### src/design/irigb_pkg.sv
// Shared types, symbol codes, register indexes and BCD weight table
// for the IRIG-B time code decoder. No dependencies.
`timescale 1ns / 1ps
`default_nettype none

package irigb_pkg;

	localparam int TICK_COUNT_WIDTH_DEF = 10;
	localparam int THR_W = 8;

	// Register indexes of the configuration port
	localparam logic [1:0] REG_ZERO_MIN = 2'd0;
	localparam logic [1:0] REG_ZERO_MAX = 2'd1;
	localparam logic [1:0] REG_MARK_MIN = 2'd2;
	localparam logic [1:0] REG_MARK_MAX = 2'd3;

	// Position of the marker that triggers the second advance, and the last marker slot
	localparam logic [3:0] MARK_PUBLISH = 4'd7;
	localparam logic [3:0] MARK_LAST    = 4'd8;

	typedef enum logic [1:0] {
		SYM_ZERO = 2'd0,
		SYM_ONE  = 2'd1,
		SYM_MARK = 2'd2,
		SYM_NONE = 2'd3
	} sym_t;

	typedef struct packed {
		logic [THR_W-1:0] zero_min;
		logic [THR_W-1:0] zero_max;
		logic [THR_W-1:0] mark_min;
		logic [THR_W-1:0] mark_max;
	} thr_t;

	// One classified pulse, valid on the beat in which the line falls
	typedef struct packed {
		logic valid;
		sym_t sym;
	} sym_evt_t;

	// Packed so that seconds land in the lowest bits
	typedef struct packed {
		logic [7:0] year;
		logic [3:0] tenths;
		logic [8:0] day_of_year;
		logic [7:0] hours;
		logic [7:0] minutes;
		logic [7:0] seconds;
	} time_t;

	// BCD weight of data bit i within a group; bits past the ninth add nothing
	function automatic logic [8:0] bcd_weight(input logic [4:0] i);
		logic [8:0] w;
		unique case (i)
			5'd0: w = 9'd1;
			5'd1: w = 9'd2;
			5'd2: w = 9'd4;
			5'd3: w = 9'd8;
			5'd5: w = 9'd10;
			5'd6: w = 9'd20;
			5'd7: w = 9'd40;
			5'd8: w = 9'd80;
			default: w = 9'd0;
		endcase
		return w;
	endfunction

endpackage

`default_nettype wire

### src/design/irigb_pulse.sv
// High pulse length counter and symbol classifier.
// Depends on irigb_pkg.
`timescale 1ns / 1ps
`default_nettype none

module irigb_pulse
	import irigb_pkg::*;
#(
	parameter int TICK_COUNT_WIDTH = TICK_COUNT_WIDTH_DEF
) (
	input  wire logic     clk,
	input  wire logic     arst_n,
	input  wire logic     adv,
	input  wire logic     level,
	input  wire thr_t     thr,
	output sym_evt_t      evt
);

	localparam int CW = (TICK_COUNT_WIDTH > THR_W) ? TICK_COUNT_WIDTH : THR_W;

	logic                        pulse_active_q;
	logic [TICK_COUNT_WIDTH-1:0] pulse_ticks_q;
	logic [CW-1:0]               len;

	assign len = CW'(pulse_ticks_q);

	always_comb begin
		evt.valid = !level && pulse_active_q;
		// marker test first, anything not a marker or a zero is a one
		if (len >= CW'(thr.mark_min) && len <= CW'(thr.mark_max)) begin
			evt.sym = SYM_MARK;
		end else if (len >= CW'(thr.zero_min) && len <= CW'(thr.zero_max)) begin
			evt.sym = SYM_ZERO;
		end else begin
			evt.sym = SYM_ONE;
		end
	end

	always_ff @(posedge clk or negedge arst_n) begin
		if (!arst_n) begin
			pulse_active_q <= 1'b0;
			pulse_ticks_q  <= '0;
		end else if (adv) begin
			if (level) begin
				if (!pulse_active_q) begin
					pulse_active_q <= 1'b1;
					pulse_ticks_q  <= TICK_COUNT_WIDTH'(1);
				end else if (pulse_ticks_q != {TICK_COUNT_WIDTH{1'b1}}) begin
					pulse_ticks_q <= pulse_ticks_q + TICK_COUNT_WIDTH'(1);
				end
			end else if (pulse_active_q) begin
				pulse_active_q <= 1'b0;
				pulse_ticks_q  <= '0;
			end
		end
	end

endmodule

`default_nettype wire

### src/design/irigb_frame.sv
// Frame tracker: marker counting, BCD accumulation, second advance and
// the published time with its event flags. Depends on irigb_pkg.
`timescale 1ns / 1ps
`default_nettype none

module irigb_frame
	import irigb_pkg::*;
(
	input  wire logic     clk,
	input  wire logic     arst_n,
	input  wire logic     adv,
	input  wire sym_evt_t evt,
	output logic          frame_start,
	output logic          time_update,
	output time_t         pub
);

	sym_t        last_symbol_q;
	logic        in_frame_q;
	logic [3:0]  marker_index_q;
	logic [4:0]  group_bit_index_q;
	logic [8:0]  group_sum_q;
	time_t       work_q;
	time_t       pub_q;
	logic        frame_start_q;
	logic        time_update_q;

	sym_t        last_symbol_d;
	logic        in_frame_d;
	logic [3:0]  marker_index_d;
	logic [4:0]  group_bit_index_d;
	logic [8:0]  group_sum_d;
	time_t       work_d;
	time_t       pub_d;
	logic        frame_start_d;
	logic        time_update_d;

	always_comb begin
		logic [3:0] mi;
		logic [3:0] bump;
		last_symbol_d     = last_symbol_q;
		in_frame_d        = in_frame_q;
		marker_index_d    = marker_index_q;
		group_bit_index_d = group_bit_index_q;
		group_sum_d       = group_sum_q;
		work_d            = work_q;
		pub_d             = pub_q;
		frame_start_d     = 1'b0;
		time_update_d     = 1'b0;
		mi                = (marker_index_q >= MARK_LAST) ? 4'd0 : marker_index_q + 4'd1;
		unique case (group_bit_index_q)
			5'd5: bump = 4'd1;
			5'd6: bump = 4'd2;
			5'd7: bump = 4'd4;
			5'd8: bump = 4'd8;
			default: bump = 4'd0;
		endcase

		if (evt.valid) begin
			last_symbol_d = evt.sym;
			if (evt.sym == SYM_MARK && last_symbol_q == SYM_MARK) begin
				// double marker: frame reference
				frame_start_d     = 1'b1;
				in_frame_d        = 1'b1;
				marker_index_d    = 4'd0;
				group_sum_d       = 9'd0;
				group_bit_index_d = 5'd0;
			end else if (in_frame_q) begin
				if (evt.sym == SYM_MARK) begin
					marker_index_d    = mi;
					group_sum_d       = 9'd0;
					group_bit_index_d = 5'd0;
					unique case (mi)
						4'd1: work_d.seconds = group_sum_q[7:0];
						4'd2: work_d.minutes = group_sum_q[7:0];
						4'd3: work_d.hours   = group_sum_q[7:0];
						4'd4: begin
							work_d.day_of_year = group_sum_q;
							work_d.tenths      = 4'd0;
						end
						4'd5: work_d.day_of_year = work_q.day_of_year + group_sum_q;
						4'd6: work_d.year = group_sum_q[7:0];
						MARK_PUBLISH: begin
							// each field wraps on an exact match, tested in order
							work_d.seconds = work_q.seconds + 8'd1;
							if (work_d.seconds == 8'd60) begin
								work_d.seconds = 8'd0;
								work_d.minutes = work_d.minutes + 8'd1;
							end
							if (work_d.minutes == 8'd60) begin
								work_d.minutes = 8'd0;
								work_d.hours   = work_d.hours + 8'd1;
							end
							if (work_d.hours == 8'd24) begin
								work_d.hours       = 8'd0;
								work_d.day_of_year = work_d.day_of_year + 9'd1;
							end
							if (work_d.day_of_year == 9'd367) begin
								work_d.day_of_year = 9'd0;
								work_d.year        = work_d.year + 8'd1;
							end
							pub_d         = work_d;
							time_update_d = 1'b1;
						end
						default: ;
					endcase
				end else begin
					if (evt.sym == SYM_ONE) begin
						if (marker_index_q == 4'd4) begin
							// day hundreds in bits 0 and 1, tenths in bits 5 to 8
							if (group_bit_index_q == 5'd0) begin
								group_sum_d = group_sum_q + 9'd100;
							end else if (group_bit_index_q == 5'd1) begin
								group_sum_d = group_sum_q + 9'd200;
							end else begin
								work_d.tenths = work_q.tenths + bump;
							end
						end else begin
							group_sum_d = group_sum_q + bcd_weight(group_bit_index_q);
						end
					end
					if (group_bit_index_q != 5'd31) begin
						group_bit_index_d = group_bit_index_q + 5'd1;
					end
				end
			end
		end
	end

	always_ff @(posedge clk or negedge arst_n) begin
		if (!arst_n) begin
			last_symbol_q     <= SYM_NONE;
			in_frame_q        <= 1'b0;
			marker_index_q    <= 4'd0;
			group_bit_index_q <= 5'd0;
			group_sum_q       <= 9'd0;
			work_q            <= '0;
			pub_q             <= '0;
			frame_start_q     <= 1'b0;
			time_update_q     <= 1'b0;
		end else if (adv) begin
			last_symbol_q     <= last_symbol_d;
			in_frame_q        <= in_frame_d;
			marker_index_q    <= marker_index_d;
			group_bit_index_q <= group_bit_index_d;
			group_sum_q       <= group_sum_d;
			work_q            <= work_d;
			pub_q             <= pub_d;
			frame_start_q     <= frame_start_d;
			time_update_q     <= time_update_d;
		end
	end

	assign frame_start = frame_start_q;
	assign time_update = time_update_q;
	assign pub         = pub_q;

	a_mi_range: assert property (@(posedge clk) disable iff (!arst_n)
		marker_index_q <= MARK_LAST)
		else $error("marker index out of range");

	a_flags_excl: assert property (@(posedge clk) disable iff (!arst_n)
		!(frame_start_q && time_update_q))
		else $error("frame start and time update on one beat");

	a_start_clears: assert property (@(posedge clk) disable iff (!arst_n)
		frame_start_q |-> (in_frame_q && marker_index_q == 4'd0 && group_sum_q == 9'd0))
		else $error("frame start left stale frame state");

	a_update_at_publish: assert property (@(posedge clk) disable iff (!arst_n)
		time_update_q |-> (in_frame_q && marker_index_q == MARK_PUBLISH && pub_q == work_q))
		else $error("time update outside the publish marker");

endmodule

`default_nettype wire

### src/design/irig_b_time_code_decoder_core.sv
// IRIG-B time code decoder, top level: input stage, threshold registers,
// output handshake. Depends on irigb_pkg, irigb_pulse and irigb_frame.
//
// Usage:
//   s_tvalid/s_tready/s_tdata carry one line sample per beat, level in bit 0.
//   Every accepted sample yields exactly one result beat on m_tvalid/m_tready:
//   m_tuser holds frame_start (bit 0) and time_update (bit 1), m_tdata the
//   published time. The result beat is offered once its sample has passed
//   the input register and the result register; one sample per cycle is
//   taken sustained while m_tready stays high.
//   An input register holds the sample; the decoder state and the result
//   registers are updated together when that sample moves into the result
//   slot, so the published time on m_tdata holds steady while a result waits.
//   When the receiver stalls, a waiting result holds, one more sample parks in
//   the input register, and s_tready drops until the result is taken.
//   Thresholds are written through cfg_we/cfg_index/cfg_data while idle
//   (user's duty, unenforced). Reset clears the decoder and published time
//   and restores default thresholds (zero 1..3 ticks, marker 7..9 ticks).
`timescale 1ns / 1ps
`default_nettype none

module irig_b_time_code_decoder_core
	import irigb_pkg::*;
#(
	parameter int TICK_COUNT_WIDTH = TICK_COUNT_WIDTH_DEF
) (
	input  wire logic        clk,
	input  wire logic        arst_n,
	input  wire logic        s_tvalid,
	output logic             s_tready,
	input  wire logic [7:0]  s_tdata,   // [0] line_level, [7:1] zero
	output logic             m_tvalid,
	input  wire logic        m_tready,
	output logic [47:0]      m_tdata,   // seconds[7:0] minutes[15:8] hours[23:16]
	                                    // day_of_year[32:24] tenths[36:33]
	                                    // year[44:37], [47:45] zero
	output logic [1:0]       m_tuser,   // [0] frame_start, [1] time_update
	input  wire logic        cfg_we,
	input  wire logic [1:0]  cfg_index,
	input  wire logic [7:0]  cfg_data
);

	logic     valid_s1;
	logic     level_s1;
	logic     m_valid_q;
	logic     adv;
	thr_t     thr_q;
	sym_evt_t evt;
	time_t    pub;
	logic     frame_start;
	logic     time_update;

	assign adv      = valid_s1 && (!m_valid_q || m_tready);
	assign s_tready = !valid_s1 || adv;

	always_ff @(posedge clk or negedge arst_n) begin
		if (!arst_n) begin
			valid_s1  <= 1'b0;
			m_valid_q <= 1'b0;
		end else begin
			if (s_tvalid && s_tready) begin
				valid_s1 <= 1'b1;
			end else if (adv) begin
				valid_s1 <= 1'b0;
			end
			if (adv) begin
				m_valid_q <= 1'b1;
			end else if (m_tready) begin
				m_valid_q <= 1'b0;
			end
		end
	end

	always_ff @(posedge clk) begin
		if (s_tvalid && s_tready) begin
			level_s1 <= s_tdata[0];
		end
	end

	always_ff @(posedge clk or negedge arst_n) begin
		if (!arst_n) begin
			thr_q.zero_min <= THR_W'(1);
			thr_q.zero_max <= THR_W'(3);
			thr_q.mark_min <= THR_W'(7);
			thr_q.mark_max <= THR_W'(9);
		end else if (cfg_we) begin
			unique case (cfg_index)
				REG_ZERO_MIN: thr_q.zero_min <= cfg_data;
				REG_ZERO_MAX: thr_q.zero_max <= cfg_data;
				REG_MARK_MIN: thr_q.mark_min <= cfg_data;
				REG_MARK_MAX: thr_q.mark_max <= cfg_data;
			endcase
		end
	end

	irigb_pulse #(
		.TICK_COUNT_WIDTH(TICK_COUNT_WIDTH)
	) u_pulse (
		.clk   (clk),
		.arst_n(arst_n),
		.adv   (adv),
		.level (level_s1),
		.thr   (thr_q),
		.evt   (evt)
	);

	irigb_frame u_frame (
		.clk        (clk),
		.arst_n     (arst_n),
		.adv        (adv),
		.evt        (evt),
		.frame_start(frame_start),
		.time_update(time_update),
		.pub        (pub)
	);

	assign m_tvalid = m_valid_q;
	assign m_tdata  = {3'b000, pub};
	assign m_tuser  = {time_update, frame_start};

endmodule

`default_nettype wire
### config.mk
export PLATFORM = sky130hd
export DESIGN_NAME = irig_b_time_code_decoder_core
export DESIGN_NICKNAME = d
export VERILOG_FILES = /design/src/design/irigb_pkg.sv /design/src/design/irigb_pulse.sv /design/src/design/irigb_frame.sv /design/src/design/irig_b_time_code_decoder_core.sv
export SDC_FILE = /design/constraint.sdc
export NUM_CORES = 1
export LEC_CHECK = 0
export ABC_AREA = 1
export BUFFER_PORTS_ARGS = -buffer_cell sky130_fd_sc_hd__buf_2
export CORE_MARGIN = 8
export CORE_UTILIZATION = 50
export CTS_BUF_LIST = sky130_fd_sc_hd__clkbuf_8
export CTS_CLUSTER_DIAMETER = 200
export CTS_CLUSTER_SIZE = 40
export DETAILED_ROUTE_END_ITERATION = 7
export PLACE_DENSITY = 0.65
export SYNTH_ARGS = -nofsm -noshare
export SYNTH_HDL_FRONTEND = slang
export SYNTH_SLANG_ARGS = --single-unit
### constraint.sdc
create_clock -name clk -period 4.5 [get_ports clk]
set_input_delay 0.45 -clock clk [delete_from_list [all_inputs] [get_ports clk]]
set_output_delay 0.45 -clock clk [all_outputs]
set_load 0.005 [all_outputs]
==> results.cfg, run 1 <==
[status]
status = finished with violations
failed_checks = hold timing

[global_route]
grt_use_total_pct = 19.9
grt_pass1_vias = 8303
antenna_found_initial = 0
grt_max_degree = 77
grt-ovfl-total = 0
grt_first_pass_wirelength_mm = 40.2

[route]
routed_wirelength_mm = 23.5
post_drt_wl_per_cell_um = 14.1
via_count = 8559
via_per_inst = 5.16
drc = 0
drtPass1Iterations = 5
drtIter0Drc = 512
antenna_left = 0

[yosys]
ys_seq_area_share_pct = 39.4
ys_warn_count = 0
syn_inst = 1314
synth-seq-cells = 159
async_reset_ff_share_pct = 99.4
synth_edf_count = 1
syn_avg_cell_area_um2 = 7.72
synth_flop_cell = dfrtp_1
synthDistinctLibCells = 57
syn-cell-area_um2 = 10100

[finish]
final_common_cell = nand2_1
area_growth_pct = 9.59
post_route_cells_drive_above_1_share_pct = 13.0
fillers = 1910
layout_common_cells = nand2_1, inv_1, dfrtp_1
n_antenna_cell = 0
fin_util_pct = 55.3
final_cells = 1660
final_nets = 1470

[setup_path]
endpoint = u_frame.work_q[42]
critPathLaunch = u_frame.work_q[1]
reg2reg_slack_ps = 440
cp_common_cell = nand2_1
max_stage_delay_ps = 440
arrival_ps = 4420
cp-end-kind = flip-flop
slowest_stage = dfrtp_1
reg2reg_to = u_frame.work_q[42]
path_class = flip-flop to flip-flop
worstRegToRegCells = 27
cp_max_fo = 20
r2r_start = u_frame.work_q[1]
worstPathRequired_ps = 4860
startpoint_type = flip-flop

[floorplanning]
num_rows = 52
die_x_um = 158
core_um2 = 20100
dieArea_um2 = 25100
pin_count = 75
initial_core_util_pct = 50.5
die_h_um = 158

[cts]
postCtsSetupRepairBufs = 0
clk_latency_ps = 470
path_clk_slew_ps = 100
cts_root_buf = clkbuf_8
post_cts_resize_count = 0
h-tree-depth = 4
cts_inserted_buffers = 17
clock_path_buffers = 2
cts_num_sinks = 159
cts_tree = done
hold_buffers = 0

[sta]
setup_tns_ps = 0
finalHoldWorstSlack_ps = -13.0
slew_headroom_pct = 52.8
skew_ps = 19.3
finalSetupViolCount = 0
worstMarginPinSlew_ps = 708
finalHoldViolations = 5
setup_ws_ps = 438
rsz0062_at_grt = false
period_minus_slack_ps = 4060
fmax_mhz = 246
maxSlewViolCount = 0
period_share_pct = 90.3

[pwr]
ir_worst_vdd_uv = 202
power.density_nw_per_um2 = 379
p_leak_nw = 5.81

[placed_design]
portBuffers = 64
post-place-cells = 1628
place_hpwl_mm = 17.4
place_congestion = 0.857
place_worst_setup_slack_ps = 494

[run]
maxCapViolations = 0

[hold_path]
min_path_type = input port to async pin
-- kinds of logic (layout without fill, tap and decap cells) --
group / count (synthesis) / after routing / share of synthesized area, %
adder cells (fa/ha/maj): 70 / 70 / 8.85
buffers and inverters: 217 / 291 / 8.63
XOR/XNOR: 30 / 30 / 2.59
AO/OA/AOI/OAI: 229 / 229 / 12.8
flip-flops: 159 / 159 / 39.4
multiplexers: 2 / 2 / 0.210
other: 1 / 3 / 0.0370
AND/OR/NAND/NOR: 606 / 606 / 27.5
-- per-layer routing --
metal	up-vias	global-route usage, %	part of all wire (%)
met3	38	3.39	4.2
met1	3930	27.5	50
met2	158	30.9	44
met4	0	7.00	2.3
met5	-	0	0
li1	4433	-	-
-- metrics by stage --
stage | power [mW] | cell area [um^2] | hold WS (ps)
6_report | 4.21 | 11100 | -13.0
5_1_grt | 4.56 | 11100 | 22.2
4_1_cts | 4.25 | 11100 | 4.85
3_5_place_dp | 3.24 | 10800 | 459
3_3_place_gp | 3.20 | 10800 | 449
2_1_floorplan | 2.83 | 10200 | 154
-- worst max-delay path, delay by kind of cell, from the launching register on --
| family | cells | cell delay [ps] |
|---|---|---|
| and+or+nand+nor | 24 | 3000 |
| DFF | 1 | 440 |
| adders and majority gates | 1 | 240 |
| buffers and inverters | 1 | 180 |
| AOI/OAI and AO/OA | 1 | 70 |
-- worst min path at each step --
stage                       to  slack [ps]       startpoint  cells past startpoint
2_1_floorplan         m_tvalid         150           arst_n                      0
3_3_place_gp   u_frame.pub[19]         450  u_frame.pub[19]                      2
3_5_place_dp   u_frame.pub[34]         460  u_frame.pub[34]                      2
4_1_cts         u_frame.pub[0]           5           arst_n                      1
5_1_grt         u_frame.pub[0]          20           arst_n                      1
6_report        u_frame.pub[0]         -10           arst_n                      1
-- report_power, final --
group | leakage (nW) | internal (mW) | switching [mW]
clock | 0.183 | 0.435 | 0.566
combinational | 3.57 | 0.488 | 0.891
sequential | 2.05 | 1.62 | 0.212
total | 5.81 | 2.54 | 1.67
-- synthesized netlist by cell type, types with 10 or more instances --
cell / instances / area share, %
dfrtp_1: 148 / 36
xor2_1: 22 / 1.9
o21ai_0: 104 / 5.1
nand2_2: 27 / 1.7
a21oi_1: 59 / 2.9
clkbuf_1: 22 / 0.81
nor3_1: 19 / 0.94
nor2_1: 133 / 4.9
nand4_1: 14 / 0.86
nand3_1: 101 / 5.0
dfstp_2: 10 / 2.6
a31oi_1: 18 / 1.1
ha_1: 67 / 8.3
nand2_1: 274 / 10
inv_1: 178 / 6.6
-- flip-flops by register name (all words and copies together) (netlist names) --
name and cells:
u_frame.frame_start 1, u_frame.pub 45, u_frame.time_update 1, u_frame.group_sum_q 9, level_s1 1, m_tvalid 1
u_frame.marker_index_q 4, u_frame.group_bit_index_q 5, u_frame.in_frame_q 1, u_pulse.pulse_active_q 1, valid_s1 1, u_frame.work_q 45
u_frame.last_symbol_q 2, u_pulse.len 10, thr_q 32
-- cell type report --
| cell class | count | area, um^2 | area share, % |
|---|---|---|---|
| multi-input cells | 940 | 5310 | 47.7 |
| flip-flops and latches | 159 | 4000 | 35.9 |
| inverters | 183 | 692 | 6.22 |
| repair buffers | 76 | 429 | 3.86 |
| well taps | 270 | 338 | 3.04 |
| clock buffers | 17 | 234 | 2.10 |
| clock inverters | 15 | 125 | 1.13 |
Note: power is estimated with default switching activity, not from simulation.
==> run 2: changes to the inputs <==
- CORE_UTILIZATION: 50 -> 51
- MAX_ROUTING_LAYER: not set -> met4
- PLACE_DENSITY: 0.65 -> 0.7
==> run 2 against run 1 <==
Against the previous run:
- the run now ends clean
- fmax increased by 0.71%
- via count increased by 1.2%
- register-to-register slack improved by 30 ps
- combinational power about the same
- core utilization increased by 1.9 points
- setup slack improved by 29 ps
- clock power increased by 15%
- first-iteration DRC count increased by 28%
- clock skew decreased by 2.9 ps
- largest cell class unchanged
- largest power group unchanged
==> results.cfg, run 2 (synthesis gave the netlist of run 1 again) <==
[setup_path]
cp-end-kind = flip-flop
path_class = flip-flop to flip-flop
worstPathRequired_ps = 4860
reg2reg_to = u_frame.work_q[43]
crit_family = simple AND/OR/NAND/NOR gates
path_buf_inv = 3
endpoint = u_frame.work_q[43]
slowest_stage = dfrtp_1
max_stage_delay_ps = 440
critPathLaunch = u_frame.work_q[1]
reg2reg_slack_ps = 470
cp_num_cells = 27
cp_max_fo = 16
r2r_start = u_frame.work_q[1]
startpoint_type = flip-flop
cp_common_cell = nand2_1
arrival_ps = 4390
worstRegToRegCells = 27

[sta]
setup_tns_ps = 0
period_minus_slack_ps = 4030
finalHoldViolations = 0
maxSlewViolCount = 0
rsz0062_at_grt = false
skew_ps = 16.4
period_share_pct = 89.6
fmax_mhz = 248
setup_ws_ps = 467
worstMarginPinSlew_ps = 838
slew_headroom_pct = 44.1
finalSetupViolCount = 0
finalHoldWorstSlack_ps = 54.7

[finish]
n_antenna_cell = 0
post_route_cells_drive_above_1_share_pct = 13.1
final_nets = 1470
layout_common_cells = nand2_1, inv_1, dfrtp_1
design_area_um2 = 11200
fillers = 1916
final_common_cell = nand2_1
area_growth_pct = 10.1

[cts]
clock_path_buffers = 2
cts_root_buf = clkbuf_8
clk_latency_ps = 460
cts_tree = done
cts_inserted_buffers = 17
hold_buffers = 0
path_clk_slew_ps = 100
cts_num_sinks = 159
postCtsSetupRepairBufs = 0
h-tree-depth = 4
post_cts_resize_count = 0

[floorplanning]
initial_core_util_pct = 52.0
dieArea_um2 = 24700
die_x_um = 157
pin_count = 75
core_um2 = 19500
num_rows = 51
die_h_um = 157

[pwr]
power.density_nw_per_um2 = 391
power_mw = 4.36
ir_worst_vdd_uv = 207
p_leak_nw = 5.84

[global_route]
grt_pass1_vias = 8075
grt_use_total_pct = 20.2
grt_first_pass_wirelength_mm = 39.5
grtUsageMet1_pct = 27.4
grtUsageMet3_pct = 2.50
busiest_layer = met2
grt-ovfl-total = 0
grt_max_degree = 95
grt_util_met2_pct = 31.1
antenna_found_initial = 0

[run]
maxCapViolations = 0

[hold_path]
min_path_type = input port to async pin

[route]
via_per_inst = 5.23
post_drt_wl_per_cell_um = 14.0
drtIter0Drc = 655
via_count = 8661
routed_wirelength_mm = 23.2
drc = 0
antenna_left = 0
drtPass1Iterations = 5

[placed_design]
place_congestion = 0.870
dpl_cell_area_um2 = 10700
place_worst_setup_slack_ps = 440
portBuffers = 64
place_hpwl_mm = 17.2

[status]
status = complete, no violations
-- run 2: changes by cell type in the layout (fill, tap and decap cells not counted), sizes merged --
cell / before / now
buf: 76 / 75
bufinv: 1 / 3
clkbuf: 17 / 19
clkinv: 6 / 5
clkinvlp: 4 / 2
inv: 187 / 186
nand3: 106 / 107
-- run 2: how the worst min path moves through the flow --
stage	startpoint	to	slack, ps	depth (start not counted)
3_5_place_dp	u_frame.pub[19]	u_frame.pub[19]	460	2
3_3_place_gp	u_frame.pub[20]	u_frame.pub[20]	450	2
5_1_grt	arst_n	u_frame.pub[5]	130	1
2_1_floorplan	arst_n	m_tvalid	150	0
4_1_cts	arst_n	u_frame.pub[22]	90	1
6_report	arst_n	u_frame.pub[22]	50	1
-- run 2: metrics by stage --
step,utilization (%),std cells
final,57.2,1655
after global routing,57.2,1655
after global placement,55.0,1622
after detailed placement,55.0,1622
after floorplan,-,1316
after CTS,57.1,1654
-- run 2: layer usage --
layer	up-vias	part of all wire (%)
li1	4440	-
met1	3998	49
met2	187	46
met3	36	3.8
met4	0	1.8
met5	-	0
-- run 2: final cells by class --
type / count / area, um^2 / area share (%)
well taps: 265 / 332 / 2.97
repair buffers: 75 / 409 / 3.66
clock buffers: 19 / 262 / 2.34
multi-input cells: 941 / 5320 / 47.6
inverters: 183 / 692 / 6.20
clock inverters: 13 / 161 / 1.45
flip-flops and latches: 159 / 4000 / 35.8
-- run 2: worst register-to-register path: stages, from the launching register on --
cell      delay [ps]
dfrtp_1          440
ha_1             240
nand2_1           80
inv_2             50
nor3_1           180
nand2_2          130
clkinv_4          90
nand3_2          250
nand2_1          130
nand2_1          110
inv_1             90
nand2_1           80
nor2_4           240
nand2_4          180
nand2_1          110
nand2_1           90
nand2_1          170
nor2_8            80
nand2_8          130
nand2_1           60
nand2_1          160
nand2_4           90
nor2_8           200
nand3_4          230
nand2_2          110
nand2_1           80
nand2_1           70
a21oi_1           60
-- run 2: power breakdown --
group / internal [mW] / switching (mW)
Sequential: 1.62 / 0.218
Clock: 0.581 / 0.566
Combinational: 0.489 / 0.888
Total: 2.69 / 1.67
